### src/rtl/uer_pkg.sv
// ----------------------------------------------------------------------------
// uer_pkg - shared constants for the echo-pulse ranger
// Reset values, field widths and the fixed-point reciprocal for the cm scale.
// ----------------------------------------------------------------------------
`default_nettype none

package uer_pkg;

  localparam int TIME_BITS_DEF  = 32;
  localparam int TIMEOUT_BITS   = 20;
  localparam logic [TIMEOUT_BITS-1:0] TIMEOUT_RESET = 20'd20000;

  localparam int DIST_BITS      = 16;
  localparam logic [DIST_BITS-1:0] DIST_MAX = {DIST_BITS{1'b1}};

  // 58 us of round trip per cm; pulses of 58 * 2^16 us or more saturate
  localparam int ECHO_US_PER_CM = 58;
  localparam int SAT_US         = ECHO_US_PER_CM * (2 ** DIST_BITS);

  // x / 58 == (x >> 1) / 29 for x below SAT_US; x >> 1 fits in 21 bits
  localparam int HALF_BITS      = 21;
  localparam int RECIP_BITS     = 22;
  localparam int RECIP_SHIFT    = 26;
  localparam logic [RECIP_BITS-1:0] RECIP_29 = 22'd2314099;  // ceil(2^26 / 29)
  localparam int PROD_BITS      = HALF_BITS + RECIP_BITS;

  // packed widths of the stream data words
  localparam int IN_DATA_BITS   = 8;
  localparam int OUT_DATA_BITS  = 24;

endpackage

`default_nettype wire

### src/rtl/ultrasonic_echo_ranger.sv
// ----------------------------------------------------------------------------
// ultrasonic_echo_ranger - echo-pulse distance ranger
// Times the echo pulse of an ultrasonic sensor and reports distance in cm.
// ----------------------------------------------------------------------------
// Usage
//   One input item per microsecond tick on s_axis: echo pin level and a poll
//   flag. Each accepted item gives exactly one result item on m_axis: the
//   trigger drive, the held distance, the timeout flag returned to a poll and
//   (in tuser) whether the item answers a poll.
//   timeout_us is written through cfg_wr_en / cfg_wr_data; the user must
//   write it only while idle, as the block does not enforce this. Throughput
//   is one item per clock while m_tready stays high: the control state
//   updates at acceptance, then the pulse width subtract, the reciprocal
//   multiply for /58 and the distance latch each take one register stage.
//   Each stage advances when the one after it is empty or moving, so input is
//   still taken while a result waits, until all four stages are full; a
//   stalled receiver then holds s_tready low.
//   Synchronous reset: time counter and stamps cleared, block idle with the
//   trigger high, timeout flag and distance zero, timeout_us back to 20000.
// ----------------------------------------------------------------------------
`default_nettype none

module ultrasonic_echo_ranger
  import uer_pkg::*;
#(
  parameter int TIME_BITS = TIME_BITS_DEF
) (
  input  wire logic                     clk,
  input  wire logic                     rst,
  // config
  input  wire logic                     cfg_wr_en,
  input  wire logic [TIMEOUT_BITS-1:0]  cfg_wr_data,   // timeout_us
  // input items
  input  wire logic                     s_tvalid,
  output      logic                     s_tready,
  input  wire logic [IN_DATA_BITS-1:0]  s_tdata,       // [0] echo_level, [1] poll
  // result items
  output      logic                     m_tvalid,
  input  wire logic                     m_tready,
  output      logic [OUT_DATA_BITS-1:0] m_tdata,       // [0] trigger_level,
                                                       // [16:1] distance_cm,
                                                       // [17] timeout_error
  output      logic                     m_tuser        // [0] poll_answer
);

  localparam logic [TIME_BITS-1:0] SAT_LIMIT = TIME_BITS'(SAT_US);

  // control state
  logic [TIMEOUT_BITS-1:0] timeout_us;
  logic [TIME_BITS-1:0]    now_time;
  logic [TIME_BITS-1:0]    wait_start;
  logic [TIME_BITS-1:0]    echo_rise_time;
  logic [TIME_BITS-1:0]    echo_fall_time;
  logic                    idle_flag;
  logic                    timeout_flag;
  logic                    last_echo;
  logic                    trigger_reg;

  // pipeline
  logic                    s1_valid, s2_valid, s3_valid;
  logic                    s1_ready, s2_ready, s3_ready, out_ready;
  logic [TIME_BITS-1:0]    s1_rise, s1_fall;
  logic                    s1_req, s1_trig, s1_err, s1_poll;
  logic [HALF_BITS-1:0]    s2_half;
  logic                    s2_latch, s2_sat, s2_trig, s2_err, s2_poll;
  logic [DIST_BITS-1:0]    s3_q;
  logic                    s3_latch, s3_sat, s3_trig, s3_err, s3_poll;
  logic                    out_trig, out_err, out_poll;
  logic [DIST_BITS-1:0]    distance_hold;

  // next-state logic for an accepted item
  logic                    in_accept;
  logic                    echo_in, poll_in;
  logic                    edge_seen;
  logic [TIME_BITS-1:0]    rise_next, fall_next, wait_start_next;
  logic                    idle_mid, trig_mid, tflag_mid;
  logic                    idle_next, trigger_next, timeout_next;
  logic [TIME_BITS-1:0]    waited;
  logic                    expired;

  // stage 2 / 3 combinational
  logic [TIME_BITS:0]      pulse_diff;
  logic                    rise_lt_fall;
  logic [PROD_BITS-1:0]    prod;

  assign out_ready = !m_tvalid || m_tready;
  assign s3_ready  = !s3_valid || out_ready;
  assign s2_ready  = !s2_valid || s3_ready;
  assign s1_ready  = !s1_valid || s2_ready;
  assign s_tready  = s1_ready;
  assign in_accept = s_tvalid && s_tready;

  assign echo_in = s_tdata[0];
  assign poll_in = s_tdata[1];

  assign waited  = now_time - wait_start;
  assign expired = waited > {{(TIME_BITS-TIMEOUT_BITS){1'b0}}, timeout_us};

  always_comb begin
    // echo edge first, only while armed
    edge_seen = !idle_flag && (echo_in != last_echo);
    rise_next = echo_rise_time;
    fall_next = echo_fall_time;
    idle_mid  = idle_flag;
    trig_mid  = trigger_reg;
    tflag_mid = timeout_flag;
    if (edge_seen) begin
      if (echo_in) begin
        rise_next = now_time;
        tflag_mid = 1'b0;
      end else begin
        fall_next = now_time;
        idle_mid  = 1'b1;
        trig_mid  = 1'b1;
      end
    end
    // then the poll
    idle_next       = idle_mid;
    trigger_next    = trig_mid;
    timeout_next    = tflag_mid;
    wait_start_next = wait_start;
    if (poll_in) begin
      if (idle_mid) begin
        idle_next       = 1'b0;
        trigger_next    = 1'b0;
        wait_start_next = now_time;
      end else if (expired) begin
        idle_next    = 1'b1;
        trigger_next = 1'b1;
        timeout_next = 1'b1;
      end
    end
  end

  always_ff @(posedge clk) begin
    if (rst) begin
      timeout_us     <= TIMEOUT_RESET;
      now_time       <= '0;
      wait_start     <= '0;
      echo_rise_time <= '0;
      echo_fall_time <= '0;
      idle_flag      <= 1'b1;
      timeout_flag   <= 1'b0;
      last_echo      <= 1'b0;
      trigger_reg    <= 1'b1;
    end else begin
      if (cfg_wr_en) begin
        timeout_us <= cfg_wr_data;
      end
      if (in_accept) begin
        now_time       <= now_time + TIME_BITS'(1);
        wait_start     <= wait_start_next;
        echo_rise_time <= rise_next;
        echo_fall_time <= fall_next;
        idle_flag      <= idle_next;
        timeout_flag   <= timeout_next;
        last_echo      <= echo_in;
        trigger_reg    <= trigger_next;
      end
    end
  end

  // stage 2: pulse width, order check and saturation
  assign pulse_diff   = {1'b0, s1_fall} - {1'b0, s1_rise};
  assign rise_lt_fall = !pulse_diff[TIME_BITS] && (pulse_diff[TIME_BITS-1:0] != '0);

  // stage 3: floor(half / 29) by reciprocal
  assign prod = PROD_BITS'(s2_half) * PROD_BITS'(RECIP_29);

  always_ff @(posedge clk) begin
    if (rst) begin
      s1_valid      <= 1'b0;
      s2_valid      <= 1'b0;
      s3_valid      <= 1'b0;
      m_tvalid      <= 1'b0;
      distance_hold <= '0;
    end else begin
      if (s1_ready) s1_valid <= in_accept;
      if (s2_ready) s2_valid <= s1_valid;
      if (s3_ready) s3_valid <= s2_valid;
      if (out_ready) begin
        m_tvalid <= s3_valid;
        if (s3_valid && s3_latch) begin
          distance_hold <= s3_sat ? DIST_MAX : s3_q;
        end
      end
    end
  end

  always_ff @(posedge clk) begin
    if (in_accept) begin
      s1_rise <= rise_next;
      s1_fall <= fall_next;
      s1_req  <= poll_in && !timeout_next;
      s1_trig <= trigger_next;
      s1_err  <= poll_in && timeout_next;
      s1_poll <= poll_in;
    end
    if (s1_valid && s2_ready) begin
      s2_half  <= pulse_diff[HALF_BITS:1];
      s2_latch <= s1_req && rise_lt_fall;
      s2_sat   <= pulse_diff[TIME_BITS-1:0] >= SAT_LIMIT;
      s2_trig  <= s1_trig;
      s2_err   <= s1_err;
      s2_poll  <= s1_poll;
    end
    if (s2_valid && s3_ready) begin
      s3_q     <= prod[RECIP_SHIFT +: DIST_BITS];
      s3_latch <= s2_latch;
      s3_sat   <= s2_sat;
      s3_trig  <= s2_trig;
      s3_err   <= s2_err;
      s3_poll  <= s2_poll;
    end
    if (s3_valid && out_ready) begin
      out_trig <= s3_trig;
      out_err  <= s3_err;
      out_poll <= s3_poll;
    end
  end

  assign m_tdata = {{(OUT_DATA_BITS-DIST_BITS-2){1'b0}}, out_err, distance_hold, out_trig};
  assign m_tuser = out_poll;

  // trigger is high exactly when no measurement is armed
  a_trig_idle: assert property (@(posedge clk) disable iff (rst)
    trigger_reg == idle_flag)
    else $error("trigger level out of step with idle flag");

  // input only stalls once every stage holds an item
  a_full_stall: assert property (@(posedge clk) disable iff (rst)
    !s_tready |-> (s1_valid && s2_valid && s3_valid && m_tvalid))
    else $error("input stalled with a free stage");

  // the time counter moves by one per accepted item
  a_tick: assert property (@(posedge clk) disable iff (rst)
    in_accept |=> now_time == TIME_BITS'($past(now_time) + TIME_BITS'(1)))
    else $error("time counter did not advance on an item");

  // a timeout error only ever answers a poll
  a_err_poll: assert property (@(posedge clk) disable iff (rst)
    (m_tvalid && m_tdata[DIST_BITS+1]) |-> m_tuser)
    else $error("timeout error on an item that is not a poll");

endmodule

`default_nettype wire
### config.mk
export PLATFORM = sky130hd
export DESIGN_NAME = ultrasonic_echo_ranger
export DESIGN_NICKNAME = d
export VERILOG_FILES = /design/src/rtl/uer_pkg.sv /design/src/rtl/ultrasonic_echo_ranger.sv
export SDC_FILE = /design/constraint.sdc
export NUM_CORES = 1
export LEC_CHECK = 0
export ABC_AREA = 1
export BUFFER_PORTS_ARGS = -buffer_cell sky130_fd_sc_hd__buf_2
export CAP_MARGIN = 20
export CORE_MARGIN = 2
export CORE_UTILIZATION = 55
export DETAILED_ROUTE_END_ITERATION = 12
export PLACE_DENSITY = 0.72
export RECOVER_POWER = 100
export SYNTH_ARGS = -nofsm -noshare
export SYNTH_HDL_FRONTEND = slang
export SYNTH_SLANG_ARGS = --single-unit
export TNS_END_PERCENT = 10
### constraint.sdc
create_clock -name clk -period 8.7 [get_ports clk]
set_clock_uncertainty 0.05 [all_clocks]
set_input_delay 0.435 -clock clk [delete_from_list [all_inputs] [get_ports clk]]
set_output_delay 0.435 -clock clk [all_outputs]
set_load 0.05 [all_outputs]
==> impl_results.md, run 1 <==
* F_max at 0.1490 GHz
* Post-CTS resize count at 0
* Status: finished, violations left
* # port buffers at 47
* Critical path capture point type: flip-flop
* CTS Hold Bufs at 0
* Vias at 19570
* Die height at approximately 210 microns
* Gr usage total at between 20 and 30%
* CTS sink cnt at 290
* CP Launch Type: flip-flop
* Pre-antenna DRT Iters at 6
* Warnings, synthesis at 0
* Setup TNS Final at 0 ns
* H-tree levels at 2
* Post-layout min period at between 6 and 7 ns
* CTS tree: yes
* CP Cell Sequence: fa_1 > inv_1 > fa_1 > inv_1 > fa_1 > fa_1 > fa_1 > fa_1 > ha_1 > ha_1 > a21oi_1 > o21ai_0 > nand2_1 > a21oi_1 > a211oi_1 > nand3_1 > a31oi_1 > xor2_1
* Most used cell, CP: fa_1
* Initial antenna violation count at 0
* Worst hold path class: primary input to flip-flop
* R2R Path End: s3_q[12]
* Max FO, Critical Path at 8
* Initial Util at 55.99%
* RSZ-0062 raised after global routing: no
* Gpl congestion at 0.9331
* Mapped Area at about 0.024 sq mm
* Hold depth at 3
* Die width at about 210 microns
* Hold path endpoint: timeout_us[11]
* Layout cells sized above 1 at 3.412%
* Critical path data required time at slightly below 9 ns
* Yosys cell types at 47
* Largest net degree at the start of global routing at 100
* Vias per cell at 5.299
* Max-cap violations at 7
* Crit-path max cell delay at approximately 0.67 ns
* Most frequent cells in the layout: inv_1, nand2_1, nor2_1
* Fin worst setup slack at 1.990 ns
* Grt total ovfl at 0
* Vias in the first global route at 19810
* CTS clock-pin slew for the worst setup and hold paths at 0.06 ns
* Root Buffer: clkbuf_16
* I/O pin count at 60
* Area Growth Syn to Fin at 7.427%
* Iteration-0 DRC Markers at 1241
* Site Rows at 76
* Worst-margin pin slew at ~4.4 ns
* Final hold vios at 0
* R2R Setup Slk at between 1.5 and 2 ns
* Buf/Inv on CP at 2
* First-pass GRT wire length at between 100000 and 150000 microns
* Ant diodes at 0
* Setup bufs post-CTS at 0
* R2R depth at 18
* Dpl ws at between 2 and 2.5 ns
* Failing checks: capacitance limit, slew limit
* Slew Limit Fails at 429
* Crit share post-route at approximately 77%
* Core area at 0.04336 sq mm
* WP data arrival at roughly 7 ns
* Placed wire-length estimate at around 50000 microns
* HP Start: cfg_wr_data[11]
* Critical Path Slowest Stage Cell: fa_1
* Top delay family on crit path: adder cells
* Number of setup violations in the final report at 0
* Drt drc at 0
* Syn avg cell area at slightly below 8 sq um
* Most common cell after layout, fill and taps aside: inv_1
* Layout fillers at about 4000
* WL final at between 60000 and 70000 microns
* Final Net Count at between 3000 and 4000
* Cells after Synth at approximately 3100
* CP Class: flip-flop to flip-flop
* Slew HR at -191.8%
* Reg-to-Reg Start: s2_half[12]
* Die area at between 0.04 and 0.05 sq mm
* Bufs on Longest Clock Path at 3
* Routed length per placed instance at 16.81 microns
* Worst-Skew Late Latency at about 0.57 ns
* Remaining antenna violation count at 0
* Sequential fraction of the synthesis area at approximately 29%
* #FFs+latches synth at between 200 and 300
* Num CTS Buffers at 35
-- cell type report --
cell class	count	area, sq um	area share (%)
Multi-Input combinational cell	2069	14550	55.80
Sequential cell	290	6987	26.79
Inverter	629	2361	9.053
Clock buffer	44	929.6	3.565
Tap cell	585	732.0	2.807
Clock inverter	20	260.3	0.9979
Timing Repair Buffer	55	257.7	0.9883
-- routing by layer --
metal	wire length, microns	vias to the layer above	track usage, %
met5	0	-	0
met4	2435	0	10.72
met3	2305	128	3.191
met2	32220	410	51.37
met1	25090	9264	32.68
li1	-	9763	-
-- stage by stage --
| stage | instances | util (%) | cell area, sq um | hold WS, ns |
|---|---|---|---|---|
| finish | 3692 | 60.15 | 26080 | 0.04524 |
| global route | 3692 | 60.15 | 26080 | 0.04330 |
| detailed placement | 3627 | 57.68 | 25010 | 0.3554 |
| floorplan | 3060 | - | 24300 | 0.3503 |
| global placement | 3627 | 57.68 | 25010 | 0.3545 |
| CTS | 3691 | 60.43 | 26200 | 0.02827 |
-- Yosys cell counts (all sizes together) --
master	number	area share, %
a211o	1	0.036
a211oi	42	1.3
a21boi	5	0.15
a21o	7	0.22
a21oi	191	3.9
a2bb2oi	1	0.036
a31oi	12	0.31
and2	2	0.052
buf	20	0.50
clkbuf	52	0.81
conb	1	0.015
dfxtp	172	14
edfxtp	118	15
fa	174	14
ha	283	15
inv	629	9.7
nand2	560	8.7
nand3	87	1.8
nand3b	9	0.28
nand4	18	0.46
nor2	304	4.9
nor3	52	1.2
nor4	6	0.18
o211ai	3	0.093
o21a	5	0.15
o21ai	217	4.5
o21bai	12	0.37
o221ai	1	0.036
o22ai	1	0.026
or2	9	0.23
xnor2	9	0.32
xor2	52	1.9
-- worst register-to-register path, cell delays in order, from the launching register on --
cell and delay (ns):
edfxtp_1 0.64, fa_1 0.68, inv_1 0.09, fa_1 0.49
inv_1 0.06, fa_1 0.48, fa_1 0.53, fa_1 0.52
fa_1 0.49, ha_1 0.33, ha_1 0.33, a21oi_1 0.22
o21ai_0 0.19, nand2_1 0.15, a21oi_1 0.08, a211oi_1 0.39
nand3_1 0.35, a31oi_1 0.31, xor2_1 0.10
-- how the worst max path moves through the flow --
stage | from | end | slack [ns] | depth (start not counted)
2_1_floorplan | s2_half[3] | s3_q[15] | 2.77 | 29
3_3_place_gp | s2_half[3] | s3_q[15] | 2.06 | 29
3_5_place_dp | s2_half[18] | s3_q[12] | 2.07 | 20
4_1_cts | s2_half[3] | s3_q[15] | 2.03 | 29
5_1_grt | s2_half[18] | s3_q[12] | 1.69 | 20
6_report | s2_half[12] | s3_q[12] | 1.99 | 18
-- cells by family (layout without fill, tap and decap cells) --
kind of cell / count (synthesis) / in the layout / synth area share (%)
flops: 290 / 290 / 28.78
other cells: 1 / 6 / 0.01545
compound gates: 498 / 498 / 11.16
fa+ha+maj: 457 / 457 / 28.93
xor+xnor: 61 / 61 / 2.201
buf+inv: 701 / 748 / 11.03
simple gates: 1047 / 1047 / 17.88
Power of run 1 is left out: the tool's default activity adds up to more than one toggle a clock period on the data nets, which glitch-free logic cannot reach.
==> run 2, diff against run 1 <==
Settings changed: PLACE_DENSITY 0.72 to 0.74.
Clock period 8.7 ns to 5.66 ns, I/O delays scaled along.
==> run 2 against run 1 <==
The flow finishes with violations (hold timing, capacitance limit, slew limit, setup timing); die area unchanged; first-iteration DRC count rose by 1.6%; final cell count up 5.1%; non-clock buffer count rose by 192; highest routed layer is now met5; final area increased by 7.0%; routed wire length is 4.1% higher.
==> impl_results.md, run 2 (synthesized netlist as in run 1, its figures left out) <==
* Area Growth Syn to Fin at 14.94%
* Most common cell after layout, fill and taps aside: inv_1
* Final hold vios at 1
* Pre-antenna DRT Iters at 6
* RSZ-0062 raised after global routing: yes
* DP Area at 0.02628 sq mm
* Fin worst setup slack at -0.2229 ns
* CP Class: flip-flop to flip-flop
* Worst-margin pin slew at between 3 and 4 ns
* Num CTS Buffers at 34
* Critical path capture point type: flip-flop
* Iteration-0 DRC Markers at between 1000 and 1500
* Core area at between 0.04 and 0.05 sq mm
* Slew Limit Fails at 309
* Remaining antenna violation count at 0
* CTS clock-pin slew for the worst setup and hold paths at 0.06 ns
* Worst-Skew Late Latency at ~0.55 ns
* Die area at between 0.04 and 0.05 sq mm
* Failing checks: hold timing, capacitance limit, slew limit, setup timing
* H-tree levels at 2
* Most frequent cells in the layout: inv_1, nand2_1, nor2_1
* Drt drc at 0
* Die width at between 200 and 250 microns
* Die height at 214.1 microns
* WP data arrival at between 6 and 7 ns
* Layout cells sized above 1 at roughly 10%
* Largest net degree at the start of global routing at 85
* Vias at ~20000
* Grt total ovfl at 0
* Vias in the first global route at roughly 21000
* Crit share post-route at 103.9%
* Initial antenna violation count at 2
* Number of setup violations in the final report at 11
* Final Net Count at 3761
* Max-cap violations at 5
* Site Rows at 76
* Root Buffer: clkbuf_16
* Max FO, Critical Path at 3
* Most used cell, CP: fa_1
* Gr usage total at 28.21%
* Setup TNS Final at -1.958 ns
* Post-layout min period at roughly 5.9 ns
* Placed wire-length estimate at 52190 microns
* WHS at -0.04806 ns
* Routed length per placed instance at approximately 17 microns
* Vias per cell at ~5.3
* Ant diodes at 0
* CTS sink cnt at a little under 300
* WL final at between 60000 and 70000 microns
* Critical path data required time at 5.91 ns
* CTS tree: yes
* F_max at 0.1700 GHz
* CP Launch Type: flip-flop
* # port buffers at 47
* Final non-filler cell area at around 0.028 sq mm
* Bufs on Longest Clock Path at 3
* Critical Path Slowest Stage Cell: fa_1
* Worst hold path class: primary input to flip-flop
* Gpl congestion at a little over 1
* Layout fillers at about 3800
* Initial Util at around 56%
* I/O pin count at 60
* Crit-path max cell delay at ~0.58 ns
* Status: finished, violations left
* First-pass GRT wire length at slightly above 100000 microns
* Slew HR at -112.2%
==> run 2: cell types whose count changed in the layout (fill, tap and decap cells not counted), moves of 9 or more <==
cell           change
o21ai_0            -9
ha_4              +12
nand2_1            -9
a21oi_1           -12
dlygate4sd3_1     +21
a21oi_2           +10
ha_1              -12
buf_4            +166
==> run 2: what timing repair did <==
action,CTS,global route
hold buffers,21,0
endpoints found under the hold margin,21,0
endpoints found under the setup margin,15,16
setup buffers,9,3
gates resized for setup,51,11
pin swaps,36,13
==> run 2: layout make-up <==
type,count,area (sq um),share of cell area (%)
Multi-Input combinational cell,2069,14880,53.33
Tap cell,585,732.0,2.623
Clock buffer,45,932.1,3.341
Clock inverter,17,235.2,0.8430
Inverter,629,2361,8.461
Timing Repair Buffer,247,1774,6.358
Sequential cell,290,6987,25.04
==> run 2: critical path, delay by kind of cell, from the launching register on <==
kind / cells / cell delay (ns)
fa+ha+maj: 8 / 3.65
simple gates: 13 / 1.00
flops: 1 / 0.42
buf+inv: 7 / 0.39
xor+xnor: 1 / 0.14
==> run 2: metrics by stage <==
stage | instances | setup slack, ns | utilization [%]
2_1_floorplan | 3060 | 0.006468 | -
3_3_place_gp | 3784 | -0.2933 | 60.61
3_5_place_dp | 3784 | -0.3949 | 60.61
4_1_cts | 3876 | -0.1984 | 64.43
5_1_grt | 3882 | -0.4813 | 64.35
6_report | 3882 | -0.2229 | 64.35
==> run 2: path summary, 6_finish.rpt <==
check	from	to	slack (ns)	cells past startpoint
worst max-delay path	s2_half[5]	s3_q[13]	-0.22	29
worst min-delay path	s_tvalid	s1_valid	-0.05	3
worst max register to register	s2_half[5]	s3_q[13]	-0.22	29
worst min register to register	s1_trig	s2_trig	0.37	0
==> run 2: layer usage <==
layer | track usage (%) | up-vias | share of wire, %
met4 | 13.84 | 2 | 5.2
met3 | 3.035 | 187 | 3.7
met1 | 31.25 | 9568 | 39
li1 | - | 10170 | -
met5 | 0 | - | 0.017
met2 | 53.52 | 502 | 52
Power of run 2 is left out for the same reason.
==> run 3, diff against run 2 <==
Settings changed: PLACE_DENSITY 0.74 to unset, PLACE_DENSITY_LB_ADDON set to 0.1.
==> run 3 against run 2 <==
The flow still finishes with violations (hold timing, capacitance limit, slew limit, setup timing); core utilization increased by 0.17 points; final area increased by 0.26%; routed wire length increased by 2.3%; via count decreased by 0.19%; global-route usage increased by 0.79 points; fmax decreased by 0.80%; setup slack got worse by 0.047 ns; register-to-register slack got worse by 0.05 ns; critical path depth unchanged; sequential share of layout area decreased by 0.065 points; clock-buffer cell count increased by 7; critical path type unchanged; first-iteration DRC count decreased by 17%.
==> impl_results.md, run 3 (synthesized netlist as in run 1, its figures left out) <==
* Remaining antenna violation count at 0
* Critical path data required time at between 5 and 6 ns
* Crit share post-route at 104.8%
* Initial Util at ~56%
* Grt total ovfl at 0
* Final Net Count at between 3000 and 4000
* Area Growth Syn to Fin at 15.23%
* Ant diodes at 0
* Top Metal Used: met5
* Core area at approximately 0.043 sq mm
* Worst-margin pin slew at 3.205 ns
* Failing checks: hold timing, capacitance limit, slew limit, setup timing
* WL final at about 66000 microns
* Seq. cell area at about 0.0070 sq mm
* First-pass GRT wire length at 106300 microns
* Crit-path max cell delay at 0.57 ns
* Num CTS Buffers at 36
* Final hold vios at 1
* Layout cells sized above 1 at slightly above 10%
* WHS at -0.05044 ns
* Die area at approximately 0.046 sq mm
* Pre-antenna DRT Iters at 5
* Buf/Inv on CP at 7
* Initial antenna violation count at 1
* Top delay family on crit path: adder cells
* Routed length per placed instance at about 17 microns
* CTS clock-pin slew for the worst setup and hold paths at 0.05 ns
* WL met3 at 2043 microns
* Die width at between 200 and 250 microns
* # port buffers at 47
* Root Buffer: clkbuf_16
* Die height at approximately 210 microns
* Bufs on Longest Clock Path at 3
* Final non-filler cell area at between 0.02 and 0.03 sq mm
* CP Launch Type: flip-flop
* CTS tree: yes
* DP Area at ~0.026 sq mm
* I/O pin count at 60
* F_max at 0.1686 GHz
* H-tree levels at 2
* Most used cell, CP: fa_1
* RSZ-0062 raised after global routing: yes
* Most common cell after layout, fill and taps aside: inv_1
* DR WL met2 at about 34000 microns
* Fin worst setup slack at -0.2704 ns
* Gr usage total at between 20 and 30%
* Number of setup violations in the final report at 15
* Placed wire-length estimate at approximately 53000 microns
* Vias per cell at between 5 and 6
* CP Class: flip-flop to flip-flop
* Worst-Skew Late Latency at around 0.57 ns
* Slew Limit Fails at between 300 and 400
* Critical path capture point type: flip-flop
* Critical Path Slowest Stage Cell: fa_1
* WP data arrival at around 6 ns
* Drt drc at 0
* Multi-input logic area at 0.01489 sq mm
* Iteration-0 DRC Markers at about 1000
* Gpl congestion at slightly below 1
* CTS sink cnt at between 200 and 300
* R2R Setup Slk at -0.27 ns
* Layout fillers at 3787
* Slew HR at -113.7%
* Max FO, Critical Path at 3
* Largest net degree at the start of global routing at around 70
* Site Rows at between 70 and 80
* Vias in the first global route at between 20000 and 25000
* WL met1 at about 26000 microns
* Status: finished, violations left
* Max-cap violations at 7
* Most frequent cells in the layout: inv_1, nand2_1, nor2_1
* Post-layout min period at around 6 ns
* Worst hold path class: primary input to flip-flop
* Vias at 20390
==> run 3: worst min-delay path, stage by stage <==
cell	delay, ns
buf_2	0.10
inv_1	0.06
a21oi_1	0.06
==> run 3: final timing paths <==
check | to | cells past startpoint | startpoint
min reg2reg | s3_sat | 0 | s2_sat
min | s1_valid | 3 | s_tvalid
max | s3_q[13] | 29 | s2_half[3]
max reg2reg | s3_q[13] | 29 | s2_half[3]
==> run 3: per-stage QoR <==
stage / hold WS (ns) / TNS (ns) / setup WS, ns / instances / util [%]
after floorplan: 0.3319 / 0 / 0.006468 / 3060 / -
after global placement: 0.3516 / -2.304 / -0.2959 / 3786 / 60.61
after detailed placement: 0.3545 / -3.520 / -0.4416 / 3786 / 60.61
after CTS: 0.009823 / -2.192 / -0.2710 / 3884 / 64.43
after global routing: -0.05879 / -5.506 / -0.4929 / 3891 / 64.52
final: -0.05044 / -2.339 / -0.2704 / 3891 / 64.52
==> run 3: repair_timing <==
action	CTS	global route
endpoints found under the hold margin	24	0
pin swaps	11	24
resized for setup	29	33
setup endpoints to repair	16	16
hold buffers	27	0
buffers inserted	5	3
==> run 3: cell type report <==
cell class              instances  area share (%)
inverters                     629           8.440
clock buffers                  52           3.694
clock inverters                14          0.6798
repair buffers                252           6.373
well taps                     585           2.616
multi-input cells            2069           53.22
flip-flops and latches        290           24.97
==> run 3: metal layers <==
layer  global-route usage (%)  vias to the layer above
li1                         -                    10170
met1                    32.99                     9603
met2                    54.82                      438
met3                    3.007                      173
met4                    12.64                        2
met5                        0                        -
Power of run 3 is left out for the same reason.
